File: config.mk
export PLATFORM = sky130hd
export DESIGN_NAME = chordal_graph_test_mcs
export DESIGN_NICKNAME = d
export VERILOG_FILES = /design/src/rtl/cgt_pkg.sv /design/src/rtl/cgt_adj_ram.sv /design/src/rtl/cgt_engine.sv /design/src/rtl/chordal_graph_test_mcs.sv
export SDC_FILE = /design/constraint.sdc
export NUM_CORES = 1
export LEC_CHECK = 0
export BUFFER_PORTS_ARGS = -buffer_cell sky130_fd_sc_hd__buf_2
export CORE_MARGIN = 1
export CORE_UTILIZATION = 50
export DETAILED_ROUTE_END_ITERATION = 8
export PLACE_DENSITY = 0.63
export SLEW_MARGIN = 20
export SYNTH_ARGS = -nofsm -noshare
export SYNTH_HDL_FRONTEND = slang
export SYNTH_SLANG_ARGS = --single-unit
File: constraint.sdc
create_clock -name i_clk -period 10.1 [get_ports i_clk]
set_input_delay 0.505 -clock i_clk [delete_from_list [all_inputs] [get_ports i_clk]]
set_output_delay 0.505 -clock i_clk [all_outputs]
set_load 0.005 [all_outputs]
File: src/rtl/cgt_pkg.sv
// ============================================================================
// cgt_pkg
// Shared types and constants of the chordality test block: word widths,
// engine states and the control and status groups of the search engine.
// ============================================================================
package cgt_pkg;

    // Fixed field widths of the stream words.
    localparam int ROW_W     = 16;
    localparam int IDX_W     = 4;
    localparam int CNT_W     = 5;
    localparam int S_TDATA_W = 24;
    localparam int M_TDATA_W = 8;

    // Sequencer states of the search and clique check engine.
    typedef enum logic [3:0] {
        ES_IDLE,
        ES_SCAN,
        ES_PICK_RD,
        ES_PICK_UPD,
        ES_CV_RD,
        ES_CV,
        ES_CA_RD,
        ES_CA,
        ES_DONE
    } t_eng_state;

    // Control from the stream side to the engine.
    typedef struct packed {
        logic             start;
        logic [CNT_W-1:0] n;
        logic             ack;
    } t_eng_ctl;

    // Status from the engine back to the stream side.
    typedef struct packed {
        logic done;
        logic result;
    } t_eng_stat;

endpackage

File: src/rtl/cgt_adj_ram.sv
// ============================================================================
// cgt_adj_ram
// Adjacency row store: one write port, one read port, registered read data.
// ============================================================================
module cgt_adj_ram #(
    parameter int NUM_V = 16
) (
    input  logic                        i_clk,
    input  logic                        i_we,
    input  logic [$clog2(NUM_V)-1:0]    i_waddr,
    input  logic [cgt_pkg::ROW_W-1:0]   i_wdata,
    input  logic [$clog2(NUM_V)-1:0]    i_raddr,
    output logic [cgt_pkg::ROW_W-1:0]   o_rdata
);

    logic [cgt_pkg::ROW_W-1:0] r_mem [NUM_V];
    logic [cgt_pkg::ROW_W-1:0] r_rdata;

    // Write port.
    always_ff @(posedge i_clk) begin
        if (i_we) begin
            r_mem[i_waddr] <= i_wdata;
        end
    end

    // Registered read port.
    always_ff @(posedge i_clk) begin
        r_rdata <= r_mem[i_raddr];
    end

    assign o_rdata = r_rdata;

endmodule

File: src/rtl/cgt_engine.sv
// ============================================================================
// cgt_engine
// Maximum cardinality search over the stored rows, then a check that the
// neighbors of each vertex with a higher elimination number are pairwise adjacent.
// ============================================================================
module cgt_engine #(
    parameter int NUM_V = 16
) (
    input  logic                        i_clk,
    input  logic                        i_rst_n,
    input  cgt_pkg::t_eng_ctl           i_ctl,
    output cgt_pkg::t_eng_stat          o_stat,
    output logic [$clog2(NUM_V)-1:0]    o_raddr,
    input  logic [cgt_pkg::ROW_W-1:0]   i_rdata
);

    localparam int IW = $clog2(NUM_V);
    localparam int CW = $clog2(NUM_V + 1);

    cgt_pkg::t_eng_state r_state, n_state;

    logic [CW-1:0]    r_n;
    logic [CW-1:0]    r_step;
    logic [IW-1:0]    r_i;
    logic [IW-1:0]    r_v;
    logic [IW-1:0]    r_a;
    logic [IW-1:0]    r_best_idx;
    logic [IW-1:0]    r_best_w;
    logic             r_found;
    logic             r_result;
    logic [NUM_V-1:0] r_picked;
    logic [NUM_V-1:0] r_higher;
    logic [IW-1:0]    r_w    [NUM_V];
    logic [CW-1:0]    r_elim [NUM_V];

    logic [NUM_V-1:0] row;
    logic [NUM_V-1:0] hb;
    logic [NUM_V-1:0] above;
    logic             take;
    logic             i_last;
    logic             v_last;
    logic             a_last;
    logic             step_last;
    logic             fail;

    assign row = i_rdata[NUM_V-1:0];

    // Position flags of the loop counters.
    assign i_last    = ((CW + 1)'(r_i) + 1'b1 == (CW + 1)'(r_n));
    assign v_last    = ((CW + 1)'(r_v) + 1'b1 == (CW + 1)'(r_n));
    assign a_last    = ((CW + 1)'(r_a) + 1'b1 == (CW + 1)'(r_n));
    assign step_last = ((CW + 1)'(r_step) + 1'b1 == (CW + 1)'(r_n));

    // Scan candidate: unselected and strictly heavier than the best so far.
    assign take = !r_picked[r_i] && (!r_found || (r_w[r_i] > r_best_w));

    // Neighbors of vertex v with a higher elimination number and the pair test for vertex a.
    always_comb begin
        for (int u = 0; u < NUM_V; u++) begin
            hb[u]    = (CW'(u) < r_n) && (IW'(u) != r_v) && row[u] &&
                       (r_elim[u] > r_elim[r_v]);
            above[u] = (IW'(u) > r_a);
        end
        fail = |(r_higher & above & ~row);
    end

    // Memory read address for the next data cycle.
    always_comb begin
        case (r_state)
            cgt_pkg::ES_PICK_RD: o_raddr = r_best_idx;
            cgt_pkg::ES_CV_RD:   o_raddr = r_v;
            default:             o_raddr = r_a;
        endcase
    end

    assign o_stat.done   = (r_state == cgt_pkg::ES_DONE);
    assign o_stat.result = r_result;

    // State register.
    always_ff @(posedge i_clk) begin
        if (!i_rst_n) begin
            r_state <= cgt_pkg::ES_IDLE;
        end else begin
            r_state <= n_state;
        end
    end

    // Next state.
    always_comb begin
        n_state = r_state;
        case (r_state)
            cgt_pkg::ES_IDLE: begin
                if (i_ctl.start) n_state = cgt_pkg::ES_SCAN;
            end
            cgt_pkg::ES_SCAN: begin
                if (i_last) n_state = cgt_pkg::ES_PICK_RD;
            end
            cgt_pkg::ES_PICK_RD: begin
                n_state = cgt_pkg::ES_PICK_UPD;
            end
            cgt_pkg::ES_PICK_UPD: begin
                n_state = step_last ? cgt_pkg::ES_CV_RD : cgt_pkg::ES_SCAN;
            end
            cgt_pkg::ES_CV_RD: begin
                n_state = cgt_pkg::ES_CV;
            end
            cgt_pkg::ES_CV: begin
                n_state = cgt_pkg::ES_CA_RD;
            end
            cgt_pkg::ES_CA_RD, cgt_pkg::ES_CA: begin
                if (r_state == cgt_pkg::ES_CA && fail) begin
                    n_state = cgt_pkg::ES_DONE;
                end else if (r_state == cgt_pkg::ES_CA_RD && r_higher[r_a]) begin
                    n_state = cgt_pkg::ES_CA;
                end else if (a_last) begin
                    n_state = v_last ? cgt_pkg::ES_DONE : cgt_pkg::ES_CV_RD;
                end else begin
                    n_state = cgt_pkg::ES_CA_RD;
                end
            end
            cgt_pkg::ES_DONE: begin
                if (i_ctl.ack) n_state = cgt_pkg::ES_IDLE;
            end
            default: n_state = cgt_pkg::ES_IDLE;
        endcase
    end

    // Datapath registers of the search and the check.
    always_ff @(posedge i_clk) begin
        case (r_state)
            cgt_pkg::ES_IDLE: begin
                if (i_ctl.start) begin
                    r_n      <= i_ctl.n[CW-1:0];
                    r_step   <= '0;
                    r_i      <= '0;
                    r_found  <= 1'b0;
                    r_picked <= '0;
                    for (int u = 0; u < NUM_V; u++) begin
                        r_w[u]    <= '0;
                        r_elim[u] <= '0;
                    end
                end
            end
            cgt_pkg::ES_SCAN: begin
                if (take) begin
                    r_best_idx <= r_i;
                    r_best_w   <= r_w[r_i];
                    r_found    <= 1'b1;
                end
                r_i <= r_i + 1'b1;
            end
            cgt_pkg::ES_PICK_RD: begin
                r_picked[r_best_idx] <= 1'b1;
                r_elim[r_best_idx]   <= r_n - r_step;
            end
            cgt_pkg::ES_PICK_UPD: begin
                // Raise the weight of every unselected neighbor of the pick.
                for (int u = 0; u < NUM_V; u++) begin
                    if (!r_picked[u] && row[u]) r_w[u] <= r_w[u] + 1'b1;
                end
                r_step  <= r_step + 1'b1;
                r_i     <= '0;
                r_found <= 1'b0;
                r_v     <= '0;
            end
            cgt_pkg::ES_CV: begin
                r_higher <= hb;
                r_a      <= '0;
            end
            cgt_pkg::ES_CA_RD, cgt_pkg::ES_CA: begin
                if (r_state == cgt_pkg::ES_CA && fail) begin
                    r_result <= 1'b0;
                end else if (r_state == cgt_pkg::ES_CA_RD && r_higher[r_a]) begin
                    r_a <= r_a;
                end else if (a_last) begin
                    if (v_last) r_result <= 1'b1;
                    r_v <= r_v + 1'b1;
                end else begin
                    r_a <= r_a + 1'b1;
                end
            end
            default: begin
                r_n <= r_n;
            end
        endcase
    end

endmodule

File: src/rtl/chordal_graph_test_mcs.sv
// ============================================================================
// chordal_graph_test_mcs
// Chordality test of a small undirected graph by maximum cardinality search.
// ============================================================================
//  channel   direction  word                       notes
//  s_axis    in         tdata: row_index, row_bits tlast marks the final row
//  m_axis    out        tdata: is_chordal          one word per graph
//
// Rows are taken one per cycle into the adjacency memory while the engine
// is idle. After the final row the engine runs a search phase and then a
// check phase. The search scans the weights one vertex per cycle, and both
// phases read rows through the single memory read port.
// While the engine runs, s_axis tready is low. A finished word waits in the
// output register, and rows of the next graph are taken meanwhile.
// Reset is synchronous and active low and clears all control state.
// ============================================================================
module chordal_graph_test_mcs #(
    parameter int MAX_VERTICES = 16
) (
    input  logic                            i_clk,
    input  logic                            i_rst_n,
    input  logic                            i_s_axis_tvalid,
    output logic                            o_s_axis_tready,
    // [3:0] row_index, [19:4] row_bits, [23:20] zero
    input  logic [cgt_pkg::S_TDATA_W-1:0]   i_s_axis_tdata,
    input  logic                            i_s_axis_tlast,
    output logic                            o_m_axis_tvalid,
    input  logic                            i_m_axis_tready,
    // [0] is_chordal, [7:1] zero
    output logic [cgt_pkg::M_TDATA_W-1:0]   o_m_axis_tdata
);

    localparam int NV = (MAX_VERTICES < cgt_pkg::ROW_W) ? MAX_VERTICES : cgt_pkg::ROW_W;
    localparam int IW = $clog2(NV);

    logic                          r_busy;
    logic                          r_out_valid;
    logic                          r_out_data;
    logic                          accept;
    logic [cgt_pkg::IDX_W-1:0]     row_index;
    logic [cgt_pkg::ROW_W-1:0]     row_bits;
    logic [cgt_pkg::CNT_W-1:0]     count_raw;
    logic [IW-1:0]                 raddr;
    logic [cgt_pkg::ROW_W-1:0]     rdata;
    cgt_pkg::t_eng_ctl             ctl;
    cgt_pkg::t_eng_stat            stat;

    assign row_index = i_s_axis_tdata[cgt_pkg::IDX_W-1:0];
    assign row_bits  = i_s_axis_tdata[cgt_pkg::IDX_W +: cgt_pkg::ROW_W];
    assign o_s_axis_tready = !r_busy;
    assign accept = i_s_axis_tvalid && !r_busy;

    // Vertex count from the final row, saturated at the store depth.
    assign count_raw = cgt_pkg::CNT_W'(row_index) + 1'b1;
    assign ctl.start = accept && i_s_axis_tlast;
    assign ctl.n     = (count_raw > cgt_pkg::CNT_W'(NV)) ? cgt_pkg::CNT_W'(NV) : count_raw;
    assign ctl.ack   = !r_out_valid || i_m_axis_tready;

    cgt_adj_ram #(
        .NUM_V (NV)
    ) u_ram (
        .i_clk   (i_clk),
        .i_we    (accept && (cgt_pkg::CNT_W'(row_index) < cgt_pkg::CNT_W'(NV))),
        .i_waddr (row_index[IW-1:0]),
        .i_wdata (row_bits),
        .i_raddr (raddr),
        .o_rdata (rdata)
    );

    cgt_engine #(
        .NUM_V (NV)
    ) u_engine (
        .i_clk   (i_clk),
        .i_rst_n (i_rst_n),
        .i_ctl   (ctl),
        .o_stat  (stat),
        .o_raddr (raddr),
        .i_rdata (rdata)
    );

    // Busy flag and output word register.
    always_ff @(posedge i_clk) begin
        if (!i_rst_n) begin
            r_busy      <= 1'b0;
            r_out_valid <= 1'b0;
        end else begin
            if (ctl.start) begin
                r_busy <= 1'b1;
            end
            if (stat.done && ctl.ack) begin
                r_busy      <= 1'b0;
                r_out_valid <= 1'b1;
            end else if (i_m_axis_tready) begin
                r_out_valid <= 1'b0;
            end
        end
    end

    always_ff @(posedge i_clk) begin
        if (stat.done && ctl.ack) begin
            r_out_data <= stat.result;
        end
    end

    assign o_m_axis_tvalid = r_out_valid;
    assign o_m_axis_tdata  = {{(cgt_pkg::M_TDATA_W - 1){1'b0}}, r_out_data};

endmodule

==> metrics.csv, run 1 <==
stage;metric;value;unit
grt;gr-total-overflow;0;
floorplanning;initial_utilization;0.508;
routing;ant_nets;0;
run;cap_violations;0;
worst_setup_path;reg2reg_depth;10;
yosys;yosys.area.top_type_share;0.576;
routing;routed_wl;57500;um
sta;maxSlewHeadroom;0.240;
cts;ctsResizeCount;0;
sta;skew;0.0216;ns
yosys;synth-seq-cells;495;
worst_setup_path;end_kind;register;
yosys;synthTopCellsByArea;edfxtp_1 58%, ha_1 6.1%, mux2i_1 4.9%, mux4_2 4.6%, nor2_1 3.2%;
worst_setup_path;crit_chain;mux4_2 -> mux4_2 -> inv_1 -> ha_1 -> nor2b_1 -> o21a_1 -> o21ai_0 -> nand2b_1 -> a21oi_1 -> nor2_1;
grt;grt_pass1_vias;14288;
sta;fin_setup_tns;0;ns
cts;clock_latency;0.60;ns
yosys;async_flop_share;0;
routing;drt-initial-drc-count;1280;
floorplanning;die_h;222;um
yosys;ys.flop_type;edfxtp_1;
yosys;synthTopCellsByCount;465 x edfxtp_1, 208 x nor2_1, 147 x nand2_1;
worst_setup_path;arrival;4.47;ns
floorplanning;die-area;49400;um2
placed_design;dpl_cell_area;24900;um2
sta;clock.fmax;242;MHz
routing;vias;14753;
power;seqPwrFrac;0.461;
power;power_density;217;nW/um2
sta;period_minus_slack;4.13;ns
yosys;yosys_warnings;0;
worst_setup_path;path_common_cell;mux4_2;
power;p_sw_frac;0.291;
cts;postCtsSetupBuffers;0;
routing;drc;0;
floorplanning;die_w;222;um
sta;period_share;0.409;
cts;clock-root-buffer;clkbuf_16;
power;comb_power_share;0.202;
worst_setup_path;crit_fanout;20;
power;vdd_drop_max;0.180;mV
cts;htreeDepth;2;
finish;n_antenna_cell;0;
power;p_clk_frac;0.337;
sta;drv_slew;0;
finish;drive_gt1_frac;0.120;
placed_design;gp_congestion;0.931;
grt;grt_pass1_wl;87500;um
power;internal_power;0.00410;W
yosys;synth_edf_count;465;
sta;hold_slack;0.205;ns
yosys;syn_area;24200;um2
cts;numCtsBuffers;52;
placed_design;portBuffers;27;
cts;cts_tree;done;
yosys;synthAdderAreaFrac;0.0622;
worst_setup_path;startpoint_type;register;
grt;antenna_found_initial;2;
finish;finalInstanceArea;26600;um2
power;p_sw;0.00168;W
routing;via_per_inst;5.93;
yosys;synth_top_area_cell;edfxtp_1;
grt;grt_max_degree;55;
worst_setup_path;slowest_delay;0.96;ns
finish;syn_to_final_growth;9.87;%
yosys;yosys.cell_types.count;85;
sta;finalSetupViolCount;0;
finish;fillers;3842;
worst_setup_path;slowest_stage;dfxtp_1;
yosys;synth-compound-area-share;0.0667;
worst_setup_path;r2r-end;u_engine.r_higher[13];
placed_design;dp.final_hpwl;38200;um
finish;fin_nets;1979;
grt;grt.total_usage;0.236;
cts;clock-sinks;495;
cts;ctsHoldBuffers;0;
sta;hold_viol;0;
min_path;hp-class;input pin to register;
yosys;synth_top_family_by_area;multiplexers;
routing;routedWlPerCell;23.1;um
worst_setup_path;required;10.44;ns
yosys;synth-xor-area-share;0.0212;
cts;clk_pin_slew_worst_paths;0.06;ns
floorplanning;coreArea;47700;um2
yosys;ys_seq_area_frac;0.601;
cts;clock_path_buffers;3;
floorplanning;io_pins;39;
worst_setup_path;reg2reg_slack;5.97;ns
sta;worst_pin_slew;1.14;ns
worst_setup_path;worstSetupEndpoint;u_engine.r_higher[13];
yosys;yosys.area_share.simple;0.108;
run_status;outcome;complete, no violations;
yosys;avgSynthCellArea;13.4;um2
floorplanning;row_count;80;
yosys;synthCells;1806;
worst_setup_path;critical_path_class;register to register;
power;leakage;10.1;nW
sta;rsz0062_at_grt;no;
yosys;synthMostInstantiatedCell;edfxtp_1;
routing;drt_pass1_iterations;6;
yosys;muxShareOfSynthArea;0.111;
[placed cells by master (no fill, tap or decap), types with 15 or more instances in the layout]
cell type / count
nor2b_1: 30
nand3b_1: 15
ha_1: 119
buf_4: 18
inv_1: 64
xnor2_1: 28
nand3_1: 46
o21ai_0: 29
mux2i_1: 118
nand2_1: 147
o21a_1: 15
buf_2: 27
nand2b_1: 19
and2_1: 24
mux4_2: 50
and3_1: 18
dfxtp_1: 30
a21oi_1: 58
clkbuf_16: 54
xor2_1: 26
edfxtp_1: 465
mux2_2: 19
nor2_1: 208
mux2_1: 15
[metrics by stage]
stage / setup slack (ns) / utilization / total power [W] / std cells
2_1_floorplan: 6.26 / - / 0.00347 / 1812
3_3_place_gp: 6.04 / 0.520 / 0.00383 / 2389
3_5_place_dp: 6.00 / 0.521 / 0.00386 / 2390
4_1_cts: 6.00 / 0.557 / 0.00581 / 2488
5_1_grt: 5.70 / 0.558 / 0.00602 / 2489
6_report: 5.97 / 0.558 / 0.00578 / 2489
[worst max-delay path: cells and delay by family, from the launching register on]
family                     cells  cell delay (ns)
DFF                            1             0.96
muxes                          2             0.95
AOI/OAI and AO/OA              3             0.66
buffers and inverters          1             0.63
adders and majority gates      1             0.37
and+or+nand+nor                3             0.28
[state kept, by name, summed over array words and instances, names as in the netlist, 5 cells and up, named ones only]
signal,cells
u_engine.r_w,64
u_engine.r_higher,16
u_ram.o_rdata,16
u_engine.r_picked,16
u_engine.r_n,5
u_ram.r_mem,256
u_engine.r_elim,80
u_engine.r_step,5
[how the worst min path moves through the flow]
| stage | cells past startpoint | startpoint | to | slack (ns) |
|---|---|---|---|---|
| floorplan | 0 | u_engine.r_result | r_out_data | 0.40 |
| global placement | 0 | u_engine.r_result | r_out_data | 0.49 |
| detailed placement | 0 | u_engine.r_result | r_out_data | 0.49 |
| CTS | 2 | i_rst_n | o_m_axis_tvalid | 0.18 |
| global route | 2 | i_rst_n | o_m_axis_tvalid | 0.19 |
| finish | 2 | i_rst_n | o_m_axis_tvalid | 0.21 |
[routing by layer]
layer  wire length [um]  GRT usage
met5                 10          0
met4               1430     0.0721
met2              28200      0.392
met1              24300      0.319
met3               3610     0.0357
[power by group through the flow]
| stage | Sequential, W | Clock (W) | Combinational, W |
|---|---|---|---|
| detailed placement | 0.00270 | 0 | 0.00116 |
| global route | 0.00268 | 0.00206 | 0.00128 |
| CTS | 0.00266 | 0.00198 | 0.00117 |
| global placement | 0.00270 | 0 | 0.00113 |
| floorplan | 0.00256 | 0 | 0.000915 |
| finish | 0.00266 | 0.00195 | 0.00117 |
[cell families (layout without fill, tap and decap cells)]
group / Yosys count / in the layout
xor+xnor: 57 / 57
fa+ha+maj: 120 / 120
simple gates: 557 / 557
mux: 202 / 202
flops: 495 / 495
compound gates: 226 / 226
buf+inv: 148 / 210
other cells: 1 / 7
[final cells by class]
cell class / count / area (um2) / area share
flip-flops and latches: 495 / 14600 / 0.547
multi-input cells: 1169 / 9000 / 0.338
inverters: 65 / 244 / 0.00916
repair buffers: 47 / 300 / 0.0113
clock buffers: 64 / 1420 / 0.0533
clock inverters: 34 / 340 / 0.0128
well taps: 615 / 769 / 0.0289
(Power assumes the default switching activity.)
==> run 2, diff against run 1 <==
PLACE_DENSITY = 0.65   (was 0.63)
clock period = 3.3 ns   (was 10.1 ns; I/O delays follow)
==> run 2 against run 1 <==
- clock power increased to 3.0 times the previous value
- combinational power grew to 3.4 times the previous value
- hold slack improved by 0.22 ns
- power grew to 3.1 times the previous value
- final cell count up 3.7%
- global-route usage rose by 1.4 points
- first-iteration DRC count up 0.70%
- flip-flop and latch count did not move
- die area stayed put
==> metrics.csv, run 2 (synthesized netlist as in run 1, its figures left out) <==
stage;metric;value;unit;change
sta;skew;0.0166;ns;-0.00500 ns
cts;clock-root-buffer;clkbuf_16;;
power;vdd_drop_max;0.574;mV;+220%
sta;period_share;0.959;;+0.550
sta;clock.fmax;316;MHz;+30%
worst_setup_path;reg2reg_slack;0.14;ns;-5.84 ns
power;power_density;649;nW/um2;+200%
worst_setup_path;startpoint_type;register;;
sta;fin_setup_tns;0;ns;unchanged
worst_setup_path;required;3.62;ns;-6.82 ns
worst_setup_path;end_kind;register;;
finish;multi_input_area;8990;um2;-0.21%
finish;fillers;3809;;-0.86%
finish;n_antenna_cell;0;;unchanged
sta;drv_slew;0;;unchanged
finish;drive_gt1_frac;0.142;;+0.0224
worst_setup_path;crit_fanout;11;;-45%
finish;largest_reg_flops;256;;unchanged
sta;period_minus_slack;3.16;ns;-0.964 ns
power;leakage;10.5;nW;+4.4%
cts;clock_latency;0.61;ns;about the same
sta;worst_pin_slew;0.866;ns;-0.269 ns
floorplanning;io_pins;39;;unchanged
sta;hold_slack;0.425;ns;+0.220 ns
cts;numCtsBuffers;52;;unchanged
routing;routed_wl;60800;um;+5.8%
floorplanning;row_count;80;;unchanged
placed_design;portBuffers;27;;unchanged
placed_design;gp_congestion;0.973;;+4.5%
routing;drt-initial-drc-count;1289;;+0.70%
finish;syn_to_final_growth;13.1;%;
grt;grt_pass1_wl;91900;um;+5.1%
placed_design;dp.cells;2461;;+3.0%
sta;maxSlewHeadroom;0.415;;+0.175
placed_design;dp.final_hpwl;41600;um;+8.9%
power;total_power;0.0178;W;+210%
cts;cts_tree;done;;
floorplanning;die_w;222;um;unchanged
min_path;hp-class;input pin to register;;
floorplanning;die-area;49400;um2;unchanged
routing;drt_pass1_iterations;5;;-1
cts;htreeDepth;2;;unchanged
routing;drc;0;;unchanged
cts;clock-sinks;495;;unchanged
finish;final_cell_count_no_fill;2581;;+3.7%
grt;grt.total_usage;0.249;;+0.0135
cts;clk_pin_slew_worst_paths;0.06;ns;about the same
grt;antenna_found_initial;1;;-1
floorplanning;die_h;222;um;unchanged
cts;clock_path_buffers;3;;unchanged
grt;grt_max_degree;51;;-7.3%
worst_setup_path;arrival;3.48;ns;-0.99 ns
run;cap_violations;0;;unchanged
worst_setup_path;critical_path_class;register to register;;
floorplanning;initial_utilization;0.508;;unchanged
finish;final_cell_mix;465 x edfxtp_1, 207 x nor2_1, 147 x nand2_1, 119 x ha_1, 118 x mux2i_1;;
routing;vias;15204;;+3.1%
sta;rsz0062_at_grt;no;;
finish;final_common_cell;edfxtp_1;;
routing;ant_nets;0;;unchanged
routing;via_per_inst;5.89;;-0.62%
grt;gr-total-overflow;0;;unchanged
finish;utilization;0.574;;+0.0163
run_status;outcome;complete, no violations;;
sta;finalSetupViolCount;0;;unchanged
finish;regArea;14600;um2;about the same
floorplanning;coreArea;47700;um2;unchanged
grt;grt_pass1_vias;15258;;+6.8%
routing;routedWlPerCell;23.6;um;+2.0%
finish;reg_top3;u_ram.r_mem: 256 flops, u_engine.r_elim: 80 flops, u_engine.r_w: 64 flops;;
sta;hold_viol;0;;unchanged
finish;top_register;u_ram.r_mem;;
finish;fin_nets;2077;;+5.0%
## run 2: layer usage
layer | GRT usage | routed length [um]
met4 | 0.119 | 2720
met3 | 0.0372 | 3770
met5 | 0 | 0
met2 | 0.423 | 29800
met1 | 0.314 | 24500
## run 2: final cells by class
cell class | instances | share of cell area
inverters | 65 | 0.00890
flip-flops and latches | 495 | 0.531
clock inverters | 26 | 0.0104
repair buffers | 145 | 0.0435
clock buffers | 66 | 0.0501
well taps | 615 | 0.0281
multi-input cells | 1169 | 0.328
## run 2: repair_timing
item	CTS	global route
setup endpoints to repair	0	2
hold buffers	27	0
resized for setup	0	3
setup buffers	0	0
endpoints found under the hold margin	267	0
## run 2: where the power goes
| part | internal [W] | leakage, nW | switching, W |
|---|---|---|---|
| logic | 0.00175 | 5.19 | 0.00223 |
| registers | 0.00748 | 4.54 | 0.000571 |
| clock network | 0.00333 | 0.805 | 0.00243 |
| total | 0.0126 | 10.5 | 0.00523 |
## run 2: worst paths after layout
check	depth (start not counted)	startpoint	endpoint
max	12	register	u_engine.r_best_w[1]
min	4	i_rst_n	u_engine.r_state[0]
max reg2reg	12	register	u_engine.r_best_w[1]
min reg2reg	0	u_engine.r_result	r_out_data
## run 2: stage by stage
step	setup WS, ns	instance area, um2
floorplan	0.0389	24300
global placement	0.150	25500
detailed placement	0.116	25500
CTS	0.122	27400
global route	0.0114	27400
finish	0.135	27400
## run 2: worst max-delay path: stages, from the launching register on
cell      delay [ns]
dfxtp_1         0.37
buf_12          0.16
mux4_2          0.53
mux4_2          0.49
ha_1            0.31
nor2b_1         0.12
o21ai_0         0.09
nand2b_1        0.08
a21oi_1         0.06
a41o_1          0.20
a21o_1          0.19
nor2_2          0.10
buf_4           0.15
